<file path="src/rtl/core/rtvc_pkg.sv">
// Shared constants and types for the RGB to HSV converter.
// Used by the interfaces, the front stage and the top level.
`timescale 1ns / 1ps

package rtvc_pkg;

  localparam int unsigned ChanW      = 8;   // width of one colour channel
  localparam int unsigned HueBitsDef = 16;  // default hue resolution
  localparam int unsigned HueOutW    = 16;  // width of the hue field
  localparam int unsigned SatW       = 16;  // width of the saturation field
  localparam int unsigned HueDenW    = 11;  // holds 6 * (max - min) up to 1530

  // Values that ride beside the dividers to the output stage
  typedef struct packed {
    logic [ChanW-1:0] delta;    // max - min
    logic [ChanW-1:0] hi;       // largest channel
    logic [ChanW-1:0] alpha;
    logic             sat_full; // min is 0 and max is not: saturation is full scale
  } side_t;

  // Front stage result: divider operands plus side band
  typedef struct packed {
    logic [HueDenW-1:0] hue_num;
    logic [HueDenW-1:0] hue_den;
    logic [ChanW-1:0]   sat_num;
    logic [ChanW-1:0]   sat_den;
    side_t              side;
  } front_t;

endpackage

</file>
<file path="src/rtl/core/rtvc_if.sv">
// Valid/ready stream interfaces for pixels in and HSV results out.
// Field widths come from rtvc_pkg.
`timescale 1ns / 1ps

interface rtvc_pix_if;
  logic                      valid;
  logic                      ready;
  logic [rtvc_pkg::ChanW-1:0] red;
  logic [rtvc_pkg::ChanW-1:0] green;
  logic [rtvc_pkg::ChanW-1:0] blue;
  logic [rtvc_pkg::ChanW-1:0] alpha;

  modport source (output valid, output red, output green, output blue, output alpha,
                  input ready);
  modport sink   (input valid, input red, input green, input blue, input alpha,
                  output ready);
endinterface

interface rtvc_hsv_if;
  logic                         valid;
  logic                         ready;
  logic [rtvc_pkg::HueOutW-1:0] hue;
  logic [rtvc_pkg::SatW-1:0]    saturation;
  logic [rtvc_pkg::ChanW-1:0]   brightness;
  logic [rtvc_pkg::ChanW-1:0]   alpha_out;

  modport source (output valid, output hue, output saturation, output brightness,
                  output alpha_out, input ready);
  modport sink   (input valid, input hue, input saturation, input brightness,
                  input alpha_out, output ready);
endinterface

</file>
<file path="src/rtl/core/rtvc_front.sv">
// First pipeline stage: max, min, hue sector and the operands of both dividers.
// Depends on rtvc_pkg.
`timescale 1ns / 1ps

module rtvc_front (
  input  logic                       clk_i,
  input  logic                       rst_ni,
  input  logic                       en_i,
  input  logic                       valid_i,
  input  logic [rtvc_pkg::ChanW-1:0] red_i,
  input  logic [rtvc_pkg::ChanW-1:0] green_i,
  input  logic [rtvc_pkg::ChanW-1:0] blue_i,
  input  logic [rtvc_pkg::ChanW-1:0] alpha_i,
  output logic                       valid_o,
  output rtvc_pkg::front_t           front_o
);

  localparam int unsigned ChanW = rtvc_pkg::ChanW;
  localparam int unsigned DenW  = rtvc_pkg::HueDenW;

  logic [ChanW-1:0] hi, lo, delta;
  logic             red_max, green_max;
  logic [DenW:0]    d2, d4, d6, num_wide, num_wrap;
  logic             valid_q;
  rtvc_pkg::front_t front_d, front_q;

  always_comb begin
    hi = (red_i > green_i) ? red_i : green_i;
    hi = (hi > blue_i) ? hi : blue_i;
    lo = (red_i < green_i) ? red_i : green_i;
    lo = (lo < blue_i) ? lo : blue_i;
    delta = hi - lo;

    red_max   = (hi == red_i);
    green_max = !red_max && (hi == green_i);

    d2 = (DenW+1)'(delta) << 1;
    d4 = (DenW+1)'(delta) << 2;
    d6 = d2 + d4;

    // Bias every sector so the numerator never goes negative
    if (red_max) begin
      num_wide = d6 + (DenW+1)'(green_i) - (DenW+1)'(blue_i);
      num_wrap = (num_wide >= d6) ? (num_wide - d6) : num_wide;
    end else if (green_max) begin
      num_wide = d2 + (DenW+1)'(blue_i) - (DenW+1)'(red_i);
      num_wrap = num_wide;
    end else begin
      num_wide = d4 + (DenW+1)'(red_i) - (DenW+1)'(green_i);
      num_wrap = num_wide;
    end

    front_d.side.delta    = delta;
    front_d.side.hi       = hi;
    front_d.side.alpha    = alpha_i;
    front_d.side.sat_full = (lo == '0) && (hi != '0);

    // Grey: divide zero by one so the hue comes out as zero
    if (delta == '0) begin
      front_d.hue_num = '0;
      front_d.hue_den = DenW'(1);
    end else begin
      front_d.hue_num = num_wrap[DenW-1:0];
      front_d.hue_den = d6[DenW-1:0];
    end

    // Fractional divide needs num < den; full scale and black go around it
    if (front_d.side.sat_full || hi == '0) begin
      front_d.sat_num = '0;
      front_d.sat_den = ChanW'(1);
    end else begin
      front_d.sat_num = delta;
      front_d.sat_den = hi;
    end
  end

  always_ff @(posedge clk_i or negedge rst_ni) begin
    if (!rst_ni) begin
      valid_q <= 1'b0;
    end else if (en_i) begin
      valid_q <= valid_i;
    end
  end

  always_ff @(posedge clk_i) begin
    if (en_i) begin
      front_q <= front_d;
    end
  end

  assign valid_o = valid_q;
  assign front_o = front_q;

endmodule

</file>
<file path="src/rtl/core/rtvc_div.sv">
// Pipelined restoring divider: one quotient bit per register stage.
// Gives floor(num * 2^QBits / den) for num < den; leading stages only delay.
`timescale 1ns / 1ps

module rtvc_div #(
  parameter int unsigned W      = 8,
  parameter int unsigned Stages = 16,
  parameter int unsigned QBits  = 16
) (
  input  logic             clk_i,
  input  logic             en_i,
  input  logic [W-1:0]     num_i,
  input  logic [W-1:0]     den_i,
  output logic [QBits-1:0] quo_o,
  output logic [W-1:0]     rem_o
);

  localparam int unsigned FirstBit = Stages - QBits;

  logic [W-1:0]     rem_src [Stages];
  logic [W-1:0]     den_src [Stages];
  logic [QBits-1:0] quo_src [Stages];
  logic [W:0]       trial   [Stages];
  logic [W-1:0]     rem_d   [Stages];
  logic [QBits-1:0] quo_d   [Stages];
  logic [W-1:0]     rem_q   [Stages];
  logic [W-1:0]     den_q   [Stages];
  logic [QBits-1:0] quo_q   [Stages];

  always_comb begin
    rem_src[0] = num_i;
    den_src[0] = den_i;
    quo_src[0] = '0;
    for (int k = 1; k < Stages; k++) begin
      rem_src[k] = rem_q[k-1];
      den_src[k] = den_q[k-1];
      quo_src[k] = quo_q[k-1];
    end
  end

  always_comb begin
    for (int k = 0; k < Stages; k++) begin
      trial[k] = {rem_src[k], 1'b0};
      if (k >= FirstBit) begin
        if (trial[k] >= {1'b0, den_src[k]}) begin
          rem_d[k] = W'(trial[k] - {1'b0, den_src[k]});
          quo_d[k] = {quo_src[k][QBits-2:0], 1'b1};
        end else begin
          rem_d[k] = trial[k][W-1:0];
          quo_d[k] = {quo_src[k][QBits-2:0], 1'b0};
        end
      end else begin
        rem_d[k] = rem_src[k];
        quo_d[k] = quo_src[k];
      end
    end
  end

  always_ff @(posedge clk_i) begin
    if (en_i) begin
      for (int k = 0; k < Stages; k++) begin
        rem_q[k] <= rem_d[k];
        den_q[k] <= den_src[k];
        quo_q[k] <= quo_d[k];
      end
    end
  end

  assign quo_o = quo_q[Stages-1];
  assign rem_o = rem_q[Stages-1];

endmodule

</file>
<file path="src/rtl/core/rgb_to_hsv_converter_core.sv">
// RGB to HSV converter: takes one RGBA pixel per cycle and returns hue, saturation,
// brightness (the largest channel) and alpha. The pipeline is one front stage, then
// max(HueBits, 16) stages in each of the hue and saturation divider pipelines (one per
// quotient bit of the wider result), and the output register. A new pixel is accepted
// every cycle unless the output stalls; a stall at the output freezes the whole pipeline.
// Depends on rtvc_pkg, rtvc_if, rtvc_front and rtvc_div.
`timescale 1ns / 1ps

module rgb_to_hsv_converter_core #(
  parameter int unsigned HueBits = rtvc_pkg::HueBitsDef
) (
  input  logic             clk_i,
  input  logic             rst_ni,
  rtvc_pix_if.sink         pix_i,
  rtvc_hsv_if.source       hsv_o
);

  localparam int unsigned ChanW   = rtvc_pkg::ChanW;
  localparam int unsigned SatW    = rtvc_pkg::SatW;
  localparam int unsigned HueOutW = rtvc_pkg::HueOutW;
  localparam int unsigned Stages  = (HueBits > SatW) ? HueBits : SatW;
  localparam int unsigned HueW    = (HueBits > HueOutW) ? HueBits : HueOutW;

  logic                  adv;
  logic                  front_valid;
  rtvc_pkg::front_t      front;
  logic [HueBits-1:0]    hue_quo;
  logic [rtvc_pkg::HueDenW-1:0] hue_rem;
  logic [SatW-1:0]       sat_quo;
  logic [ChanW-1:0]      sat_rem;
  logic                  side_valid_q [Stages];
  rtvc_pkg::side_t       side_q       [Stages];
  rtvc_pkg::side_t       side_last;
  logic [HueW-1:0]       hue_wide;
  logic [SatW-1:0]       sat_d;
  logic                  hsv_valid_q;
  logic [HueOutW-1:0]    hue_q;
  logic [SatW-1:0]       sat_q;
  logic [ChanW-1:0]      bright_q;
  logic [ChanW-1:0]      alpha_q;

  // Advance everything when the output register is free or being drained
  assign adv         = !hsv_valid_q || hsv_o.ready;
  assign pix_i.ready = adv;

  rtvc_front u_front (
    .clk_i   (clk_i),
    .rst_ni  (rst_ni),
    .en_i    (adv),
    .valid_i (pix_i.valid),
    .red_i   (pix_i.red),
    .green_i (pix_i.green),
    .blue_i  (pix_i.blue),
    .alpha_i (pix_i.alpha),
    .valid_o (front_valid),
    .front_o (front)
  );

  rtvc_div #(
    .W      (rtvc_pkg::HueDenW),
    .Stages (Stages),
    .QBits  (HueBits)
  ) u_hue_div (
    .clk_i (clk_i),
    .en_i  (adv),
    .num_i (front.hue_num),
    .den_i (front.hue_den),
    .quo_o (hue_quo),
    .rem_o (hue_rem)
  );

  rtvc_div #(
    .W      (ChanW),
    .Stages (Stages),
    .QBits  (SatW)
  ) u_sat_div (
    .clk_i (clk_i),
    .en_i  (adv),
    .num_i (front.sat_num),
    .den_i (front.sat_den),
    .quo_o (sat_quo),
    .rem_o (sat_rem)
  );

  // Side band kept in step with the divider stages
  always_ff @(posedge clk_i or negedge rst_ni) begin
    if (!rst_ni) begin
      for (int k = 0; k < Stages; k++) begin
        side_valid_q[k] <= 1'b0;
      end
    end else if (adv) begin
      side_valid_q[0] <= front_valid;
      for (int k = 1; k < Stages; k++) begin
        side_valid_q[k] <= side_valid_q[k-1];
      end
    end
  end

  always_ff @(posedge clk_i) begin
    if (adv) begin
      side_q[0] <= front.side;
      for (int k = 1; k < Stages; k++) begin
        side_q[k] <= side_q[k-1];
      end
    end
  end

  assign side_last = side_q[Stages-1];
  assign hue_wide  = HueW'(hue_quo);

  // floor(d*65535/max) is floor(d*65536/max), less one when the remainder is below d
  always_comb begin
    if (side_last.sat_full) begin
      sat_d = '1;
    end else begin
      sat_d = sat_quo - SatW'(sat_rem < side_last.delta);
    end
  end

  always_ff @(posedge clk_i or negedge rst_ni) begin
    if (!rst_ni) begin
      hsv_valid_q <= 1'b0;
    end else if (adv) begin
      hsv_valid_q <= side_valid_q[Stages-1];
    end
  end

  always_ff @(posedge clk_i) begin
    if (adv) begin
      hue_q    <= hue_wide[HueOutW-1:0];
      sat_q    <= sat_d;
      bright_q <= side_last.hi;
      alpha_q  <= side_last.alpha;
    end
  end

  assign hsv_o.valid      = hsv_valid_q;
  assign hsv_o.hue        = hue_q;
  assign hsv_o.saturation = sat_q;
  assign hsv_o.brightness = bright_q;
  assign hsv_o.alpha_out  = alpha_q;

`ifndef SYNTHESIS
  // Zero saturation only comes from a grey pixel, whose hue is zero
  assert property (@(posedge clk_i) disable iff (!rst_ni)
    hsv_valid_q && (sat_q == '0) |-> (hue_q == '0))
    else $error("nonzero hue on a grey pixel");

  // A black pixel has no saturation
  assert property (@(posedge clk_i) disable iff (!rst_ni)
    hsv_valid_q && (bright_q == '0) |-> (sat_q == '0))
    else $error("saturation set on a black pixel");

  // Full scale saturation needs a nonzero brightness
  assert property (@(posedge clk_i) disable iff (!rst_ni)
    hsv_valid_q && (sat_q == '1) |-> (bright_q != '0))
    else $error("full saturation with zero brightness");

  // A grey pixel divides zero by one, so no hue remainder is left
  assert property (@(posedge clk_i) disable iff (!rst_ni)
    side_valid_q[Stages-1] && (side_last.delta == '0) |-> (hue_rem == '0))
    else $error("hue remainder left on a grey pixel");

  // A stalled pipeline holds its valid bits
  assert property (@(posedge clk_i) disable iff (!rst_ni)
    !adv |=> $stable(side_valid_q[Stages-1]) && $stable(front_valid))
    else $error("pipeline moved during a stall");
`endif

endmodule
</file>
<file path="src/flat_wrapper.sv">
// flat-port wrapper written by rule: the top's interface ports become plain ports
module rgb_to_hsv_converter_core_flat 
#(
  parameter int unsigned HueBits = rtvc_pkg::HueBitsDef
)
  (clk_i, rst_ni, pix_i_valid, pix_i_red, pix_i_green, pix_i_blue, pix_i_alpha, pix_i_ready, hsv_o_valid, hsv_o_hue, hsv_o_saturation, hsv_o_brightness, hsv_o_alpha_out, hsv_o_ready);
  rtvc_pix_if pix_i_i ();
  rtvc_hsv_if hsv_o_i ();
  input  logic clk_i;
  input  logic rst_ni;
  input wire logic [$bits(pix_i_i.valid)-1:0] pix_i_valid;
  input wire logic [$bits(pix_i_i.red)-1:0] pix_i_red;
  input wire logic [$bits(pix_i_i.green)-1:0] pix_i_green;
  input wire logic [$bits(pix_i_i.blue)-1:0] pix_i_blue;
  input wire logic [$bits(pix_i_i.alpha)-1:0] pix_i_alpha;
  output wire logic [$bits(pix_i_i.ready)-1:0] pix_i_ready;
  output wire logic [$bits(hsv_o_i.valid)-1:0] hsv_o_valid;
  output wire logic [$bits(hsv_o_i.hue)-1:0] hsv_o_hue;
  output wire logic [$bits(hsv_o_i.saturation)-1:0] hsv_o_saturation;
  output wire logic [$bits(hsv_o_i.brightness)-1:0] hsv_o_brightness;
  output wire logic [$bits(hsv_o_i.alpha_out)-1:0] hsv_o_alpha_out;
  input wire logic [$bits(hsv_o_i.ready)-1:0] hsv_o_ready;
  assign pix_i_i.valid = pix_i_valid;
  assign pix_i_i.red = pix_i_red;
  assign pix_i_i.green = pix_i_green;
  assign pix_i_i.blue = pix_i_blue;
  assign pix_i_i.alpha = pix_i_alpha;
  assign pix_i_ready = pix_i_i.ready;
  assign hsv_o_valid = hsv_o_i.valid;
  assign hsv_o_hue = hsv_o_i.hue;
  assign hsv_o_saturation = hsv_o_i.saturation;
  assign hsv_o_brightness = hsv_o_i.brightness;
  assign hsv_o_alpha_out = hsv_o_i.alpha_out;
  assign hsv_o_i.ready = hsv_o_ready;
  rgb_to_hsv_converter_core #(.HueBits(HueBits)) u_core (.clk_i(clk_i), .rst_ni(rst_ni), .pix_i(pix_i_i), .hsv_o(hsv_o_i));
endmodule
</file>
<file path="config.mk">
export PLATFORM = sky130hd
export DESIGN_NAME = rgb_to_hsv_converter_core_flat
export DESIGN_NICKNAME = d
export VERILOG_FILES = /design/src/rtl/core/rtvc_pkg.sv /design/src/rtl/core/rtvc_if.sv /design/src/rtl/core/rtvc_front.sv /design/src/rtl/core/rtvc_div.sv /design/src/rtl/core/rgb_to_hsv_converter_core.sv /design/src/flat_wrapper.sv
export SDC_FILE = /design/constraint.sdc
export NUM_CORES = 2
export LEC_CHECK = 0
export ABC_AREA = 1
export BUFFER_PORTS_ARGS = -buffer_cell sky130_fd_sc_hd__buf_2
export CORE_MARGIN = 4
export CORE_UTILIZATION = 40
export DETAILED_ROUTE_END_ITERATION = 16
export MAX_ROUTING_LAYER = met4
export SLEW_MARGIN = 20
export SYNTH_ARGS = -nofsm -noshare
export SYNTH_HDL_FRONTEND = slang
export SYNTH_SLANG_ARGS = --single-unit
export TNS_END_PERCENT = 30
</file>
<file path="constraint.sdc">
create_clock -name clk_i -period 54.1 [get_ports clk_i]
set_input_delay 2.705 -clock clk_i [delete_from_list [all_inputs] [get_ports clk_i]]
set_output_delay 2.705 -clock clk_i [all_outputs]
set_load 0.1 [all_outputs]
</file>
Word level (Yosys, flattened, before mapping):

Memories as Yosys holds them, arrays and structs flattened. A register that Yosys moved wholly into a read port is not among the register bits.
Index checks and enable logic that the tools add are counted.

* reductions and logical operators: 10
* muxes and demuxes: 73
* magnitude comparators: 38
* add/sub/neg operators: 42
* equality and inequality tests: 2

Operators by type and width (number)
* two-way mux 11 bit: 19
* >= comparator 12 x 11 -> 1 bit: 17
* subtractor 11 bit: 17
* two-way mux 8 bit: 20
* >= comparator 9 x 8 -> 1 bit: 16
* subtractor 8 bit: 17
* two-way mux 1 bit: 34
* logical NOT 8 bit: 3
* < comparator 8 bit: 3
* equality test 8 bit: 2
* greater-than comparator 8 bit: 2
* subtractor 16 x 1 -> 16 bit: 1
* adder 11 x 8 -> 12 bit: 1
* subtractor 12 x 8 -> 12 bit: 1
* adder 10 x 8 -> 11 bit: 1
* adder 9 x 10 -> 11 bit: 1
* subtractor 10 x 8 -> 11 bit: 1
* subtractor 11 x 8 -> 11 bit: 1
* adder 9 x 8 -> 10 bit: 1
* nonzero test 8 bit: 1
* logical AND 1 bit: 2
* logical NOT 1 bit: 2
* logical OR 1 bit: 2

* output and inout bits: 50
* memories kept: 7
* input port bits: 36
* memory bits (writable): 1520
* logic and storage cells: 201
* register bits: 113

Memories
* u_core.side_q: words 16, bits a word 25, read ports 16, clocked after memory_dff 0, wr ports 16, RTL line rgb_to_hsv_converter_core.sv:32 `rtvc_pkg::side_t side_q [Stages];`
* u_core.u_hue_div.quo_q: words 16, bits a word 16, read ports 16, clocked after memory_dff 1, wr ports 16, RTL line rtvc_div.sv:28 `logic [QBits-1:0] quo_q [Stages];`
* u_core.u_sat_div.quo_q: words 16, bits a word 16, read ports 16, clocked after memory_dff 0, wr ports 16, RTL line rtvc_div.sv:28
* u_core.u_hue_div.den_q: words 16, bits a word 11, read ports 15, clocked after memory_dff 0, wr ports 16, RTL line rtvc_div.sv:27 `logic [W-1:0] den_q [Stages];`
* u_core.u_hue_div.rem_q: words 16, bits a word 11, read ports 15, clocked after memory_dff 0, wr ports 16, RTL line rtvc_div.sv:26 `logic [W-1:0] rem_q [Stages];`
* u_core.u_sat_div.den_q: words 16, bits a word 8, read ports 15, clocked after memory_dff 0, wr ports 16, RTL line rtvc_div.sv:27
* +1 memories

Longest topological paths before layout:

* word-level depth: 11
* depth in mapped cells: 54
* depth with buffers taken out: 52

By module:

From an unflattened synthesis, not the netlist that was laid out.

* cell total of the unflattened synthesis: 6548
* area total of the unflattened synthesis: 69708.1 um2

By module, submodules not included
* rtvc_div at u_core.u_hue_div: times used 1, sequential area each 14323.7 um2, cells each 3112, area an instance 27976.8 um2
* rtvc_div at u_core.u_sat_div: times used 1, sequential area each 11531.1 um2, cells each 2053, area an instance 20393.3 um2
* rgb_to_hsv_converter_core: times used 1, sequential area each 13878.3 um2, cells each 610, area an instance 14740.4 um2
* rtvc_front: times used 1, sequential area each 1916.8 um2, cells each 773, area an instance 6597.6 um2

Least setup slack after synthesis:

Ideal clock, no wire load.

* kind: input port to flip-flop
* from: input port hsv_o_ready
* to: register u_core.side_valid_q[10] (netlist bit)
* slack: 10.833 ns
* setup time: 1.590 ns
* arrival: 41.676 ns
* path buffers: 1
* data required time: 52.510 ns
* cell stages on the path: 4
* cell sequence: inv_1 nand2_1 clkbuf_1 a21oi_1

* longest elaborated chain between the ends: 1

RTL lines
* start: declaration: RTL line flat_wrapper.sv:22 `input wire logic [$bits(hsv_o_i.ready)-1:0] hsv_o_ready;`
* logical OR 1 bit: RTL line rgb_to_hsv_converter_core.sv:43 `assign adv = !hsv_valid_q || hsv_o.ready;`
* via pix_i_ready: RTL line flat_wrapper.sv:16 `output wire logic [$bits(pix_i_i.ready)-1:0] pix_i_ready;`
* end signal: indexed assignment: RTL line rgb_to_hsv_converter_core.sv:94 `side_valid_q[k] <= side_valid_q[k-1];`
* end: declaration: RTL line rgb_to_hsv_converter_core.sv:31 `logic side_valid_q [Stages];`

The timed path passes the listed nets, and every way through them passes these cells.
A chain may end at the register's enable or synchronous reset.

==> results.toml <==
[status]
status = "completed"

[yosys]
yosysUniqueCellTypes = 53
synth_compound_area_frac = 0.0620
synth_seq_area_share = 0.674
synth_edf_count = 1361
synthSimpleGateAreaFrac = 0.0778
synthArstFlopShare = 0.0131
synth_cells = 4739
syn_nets = 5225
synth_top_family_by_area = "adder cells"
synth-xor-area-share = 0.0357
synth_ff_type = "edfxtp_1"
synth_area_sq_um = 61300
synth.mux.area_fraction = 0.000367
yosysWarningCount = 0
syn_area_per_cell_sq_um = 12.9
synthAdderAreaFrac = 0.0990
synth-seq-cells = 1379

[flow_run]
drv_cap = 0

[clocking]
cts_root_buffer = "clkbuf_16"
cts_setup_buffers = 0
cts_tree = "yes"
clockBufferDepth = 3
path_clk_slew_ns = 0.06
clk_latency_ns = 0.76
htreeDepth = 4
hold_buffers = 0
cts_resized = 0
clkSinkCount = 1379
numCtsBuffers = 149

[drt]
drc = 0
drt-total-wl_um = 95200
drt_first_iter_violations = 1571
first_pass_iters = 5
wl_per_cell_um = 13.4
ant_nets = 0
via_per_inst = 4.64
vias = 32900

[sta]
fin_crit_sh = 0.213
rsz0062_at_grt = "false"
final-max-slew-violation-count = 0
setup_slack_ns = 42.59
slew_headroom = 0.288
finalClockSkew_ns = 0.0188
period_needed_ns = 11.51
setup_viol = 0
tightest_slew_ns = 1.07
hold_viol = 0
tns_ns = 0
fmax_mhz = 86.9

[place]
place_ws_ns = 41.85
place_congestion = 0.850
numPortBuffers = 85
placedCellCount = 6813
post_dp_cell_area_sq_um = 64200
post-dp-hpwl_um = 66400

[critical_path]
crit_path_start_kind = "primary input"
cp_num_buf_inv = 11
startpoint = "pix_i_red[0]"
path_depth = 48
required_ns = 54.62
critPathCaptureType = "flop"
criticalPathCategory = "in -> reg"
cp-endpoint = "u_core.u_front.front_o[62]"
regToRegSetupSlack_ns = 49.70
arrival_ns = 12.03
crit_path_max_fanout = 16
critPathTopFamily = "adder cells"
rr_endpoint = "u_core.side_q[1][183]"
critPathSlowestCell = "fa_1"
cpPeakStageDelay_ns = 0.57
rr_worst_depth = 5
r2r-start = "u_core.hsv_o.valid"
crit_top_cell = "inv_1"

[finish]
layout-drive-gt1-share = 0.0732
layout.cells.non_filler = 7083
nets = 5420
fillCellCount = 13500
final_cell_mix = "1361 x edfxtp_1, 761 x inv_1, 537 x nand2_1"
syn_to_final_growth_pct = 12.4
layout_commonest_cell = "edfxtp_1"
fin_area_sq_um = 68900
diodes = 0

[grt]
grt_max_degree = 197
grt_usage = 0.126
grt_pass1_wl_um = 160000
grt-ovfl-total = 0
antenna_found_initial = 0
grt_pass1_vias = 33700

[die]
rows = 143
die_h_um = 399
die_area_sq_um = 160000
initial_core_util = 0.403
die_x_um = 399
core_sq_um = 152000
io_pins = 86

[worst_hold_path]
hold_class = "reg -> reg"
## area by class of cell
type | instances | area [sq um] | share of cell area
clock inverters | 88 | 761 | 0.0110
clock buffers | 182 | 3920 | 0.0568
multi-input cells | 2533 | 16900 | 0.245
flip-flops and latches | 1379 | 41300 | 0.600
inverters | 765 | 2870 | 0.0417
well taps | 2030 | 2540 | 0.0369
repair buffers | 106 | 621 | 0.00901
## metal layers
metal	global-route usage	vias to the layer above	share of wire	routed length [um]
li1	-	16800	-	-
met1	0.138	15400	0.41	39400
met2	0.225	411	0.52	49300
met3	0.0263	211	0.036	3420
met4	0.0469	0	0.032	3030
met5	-	-	0	0
## state kept, by name, indices dropped and copies added (netlist names)
signal	count
u_core.hsv_o.hue	16
u_core.hsv_o.alpha_out	8
u_core.u_sat_div.rem_q	128
u_core.hsv_o.valid	1
u_core.side_valid_q	16
u_core.hsv_o.brightness	8
u_core.u_hue_div.rem_q	165
u_core.hsv_o.saturation	16
u_core.u_sat_div.den_q	120
u_core.side_q	400
u_core.u_sat_div.quo_q	136
u_core.u_front.valid_o	1
u_core.u_front.front_o	63
u_core.u_hue_div.den_q	165
u_core.u_hue_div.quo_q	136
## synth_stat cells, types with 21 or more instances
master,number,area (sq um)
inv_1,761,2860
a21oi_1,228,1140
o31ai_1,27,203
nor2_1,334,1250
nand2_1,538,2020
ha_1,392,4900
xor2_1,198,1730
xnor2_1,50,438
nand3_1,94,470
nand4_1,57,357
o21ai_0,341,1710
clkbuf_1,55,206
o21bai_1,22,165
nor3_1,54,270
edfxtp_1,1361,40900
fa_1,58,1160
nand2_2,21,131
## how the worst min path moves through the flow
stage	cells past startpoint	end	slack, ns	from
after global placement	0	u_core.side_q[1][39]	0.40	u_core.side_q[1][14]
after CTS	0	u_core.side_q[0][105]	0.39	u_core.side_q[0][80]
after floorplan	0	u_core.hsv_o.alpha_out[0]	0.40	u_core.side_q[1][176]
after global routing	0	u_core.side_q[1][79]	0.40	u_core.side_q[1][54]
final	0	u_core.side_q[0][105]	0.40	u_core.side_q[0][80]
after detailed placement	0	u_core.hsv_o.alpha_out[5]	0.40	u_core.side_q[1][181]
## stage by stage
step	hold slack, ns	util
after floorplan	0.400	-
final	0.402	0.453
after CTS	0.394	0.453
after detailed placement	0.405	0.422
after global routing	0.405	0.453
after global placement	0.400	0.422
## logic make-up after synthesis
| family | Yosys count |
|---|---|
| compound gates | 700 |
| xor+xnor | 249 |
| fa+ha+maj | 450 |
| buf+inv | 827 |
| flops | 1379 |
| mux | 2 |
| simple gates | 1132 |
Power is left out: the tool's default activity adds up to more than one toggle a clock period on the data nets, which glitch-free logic cannot reach.
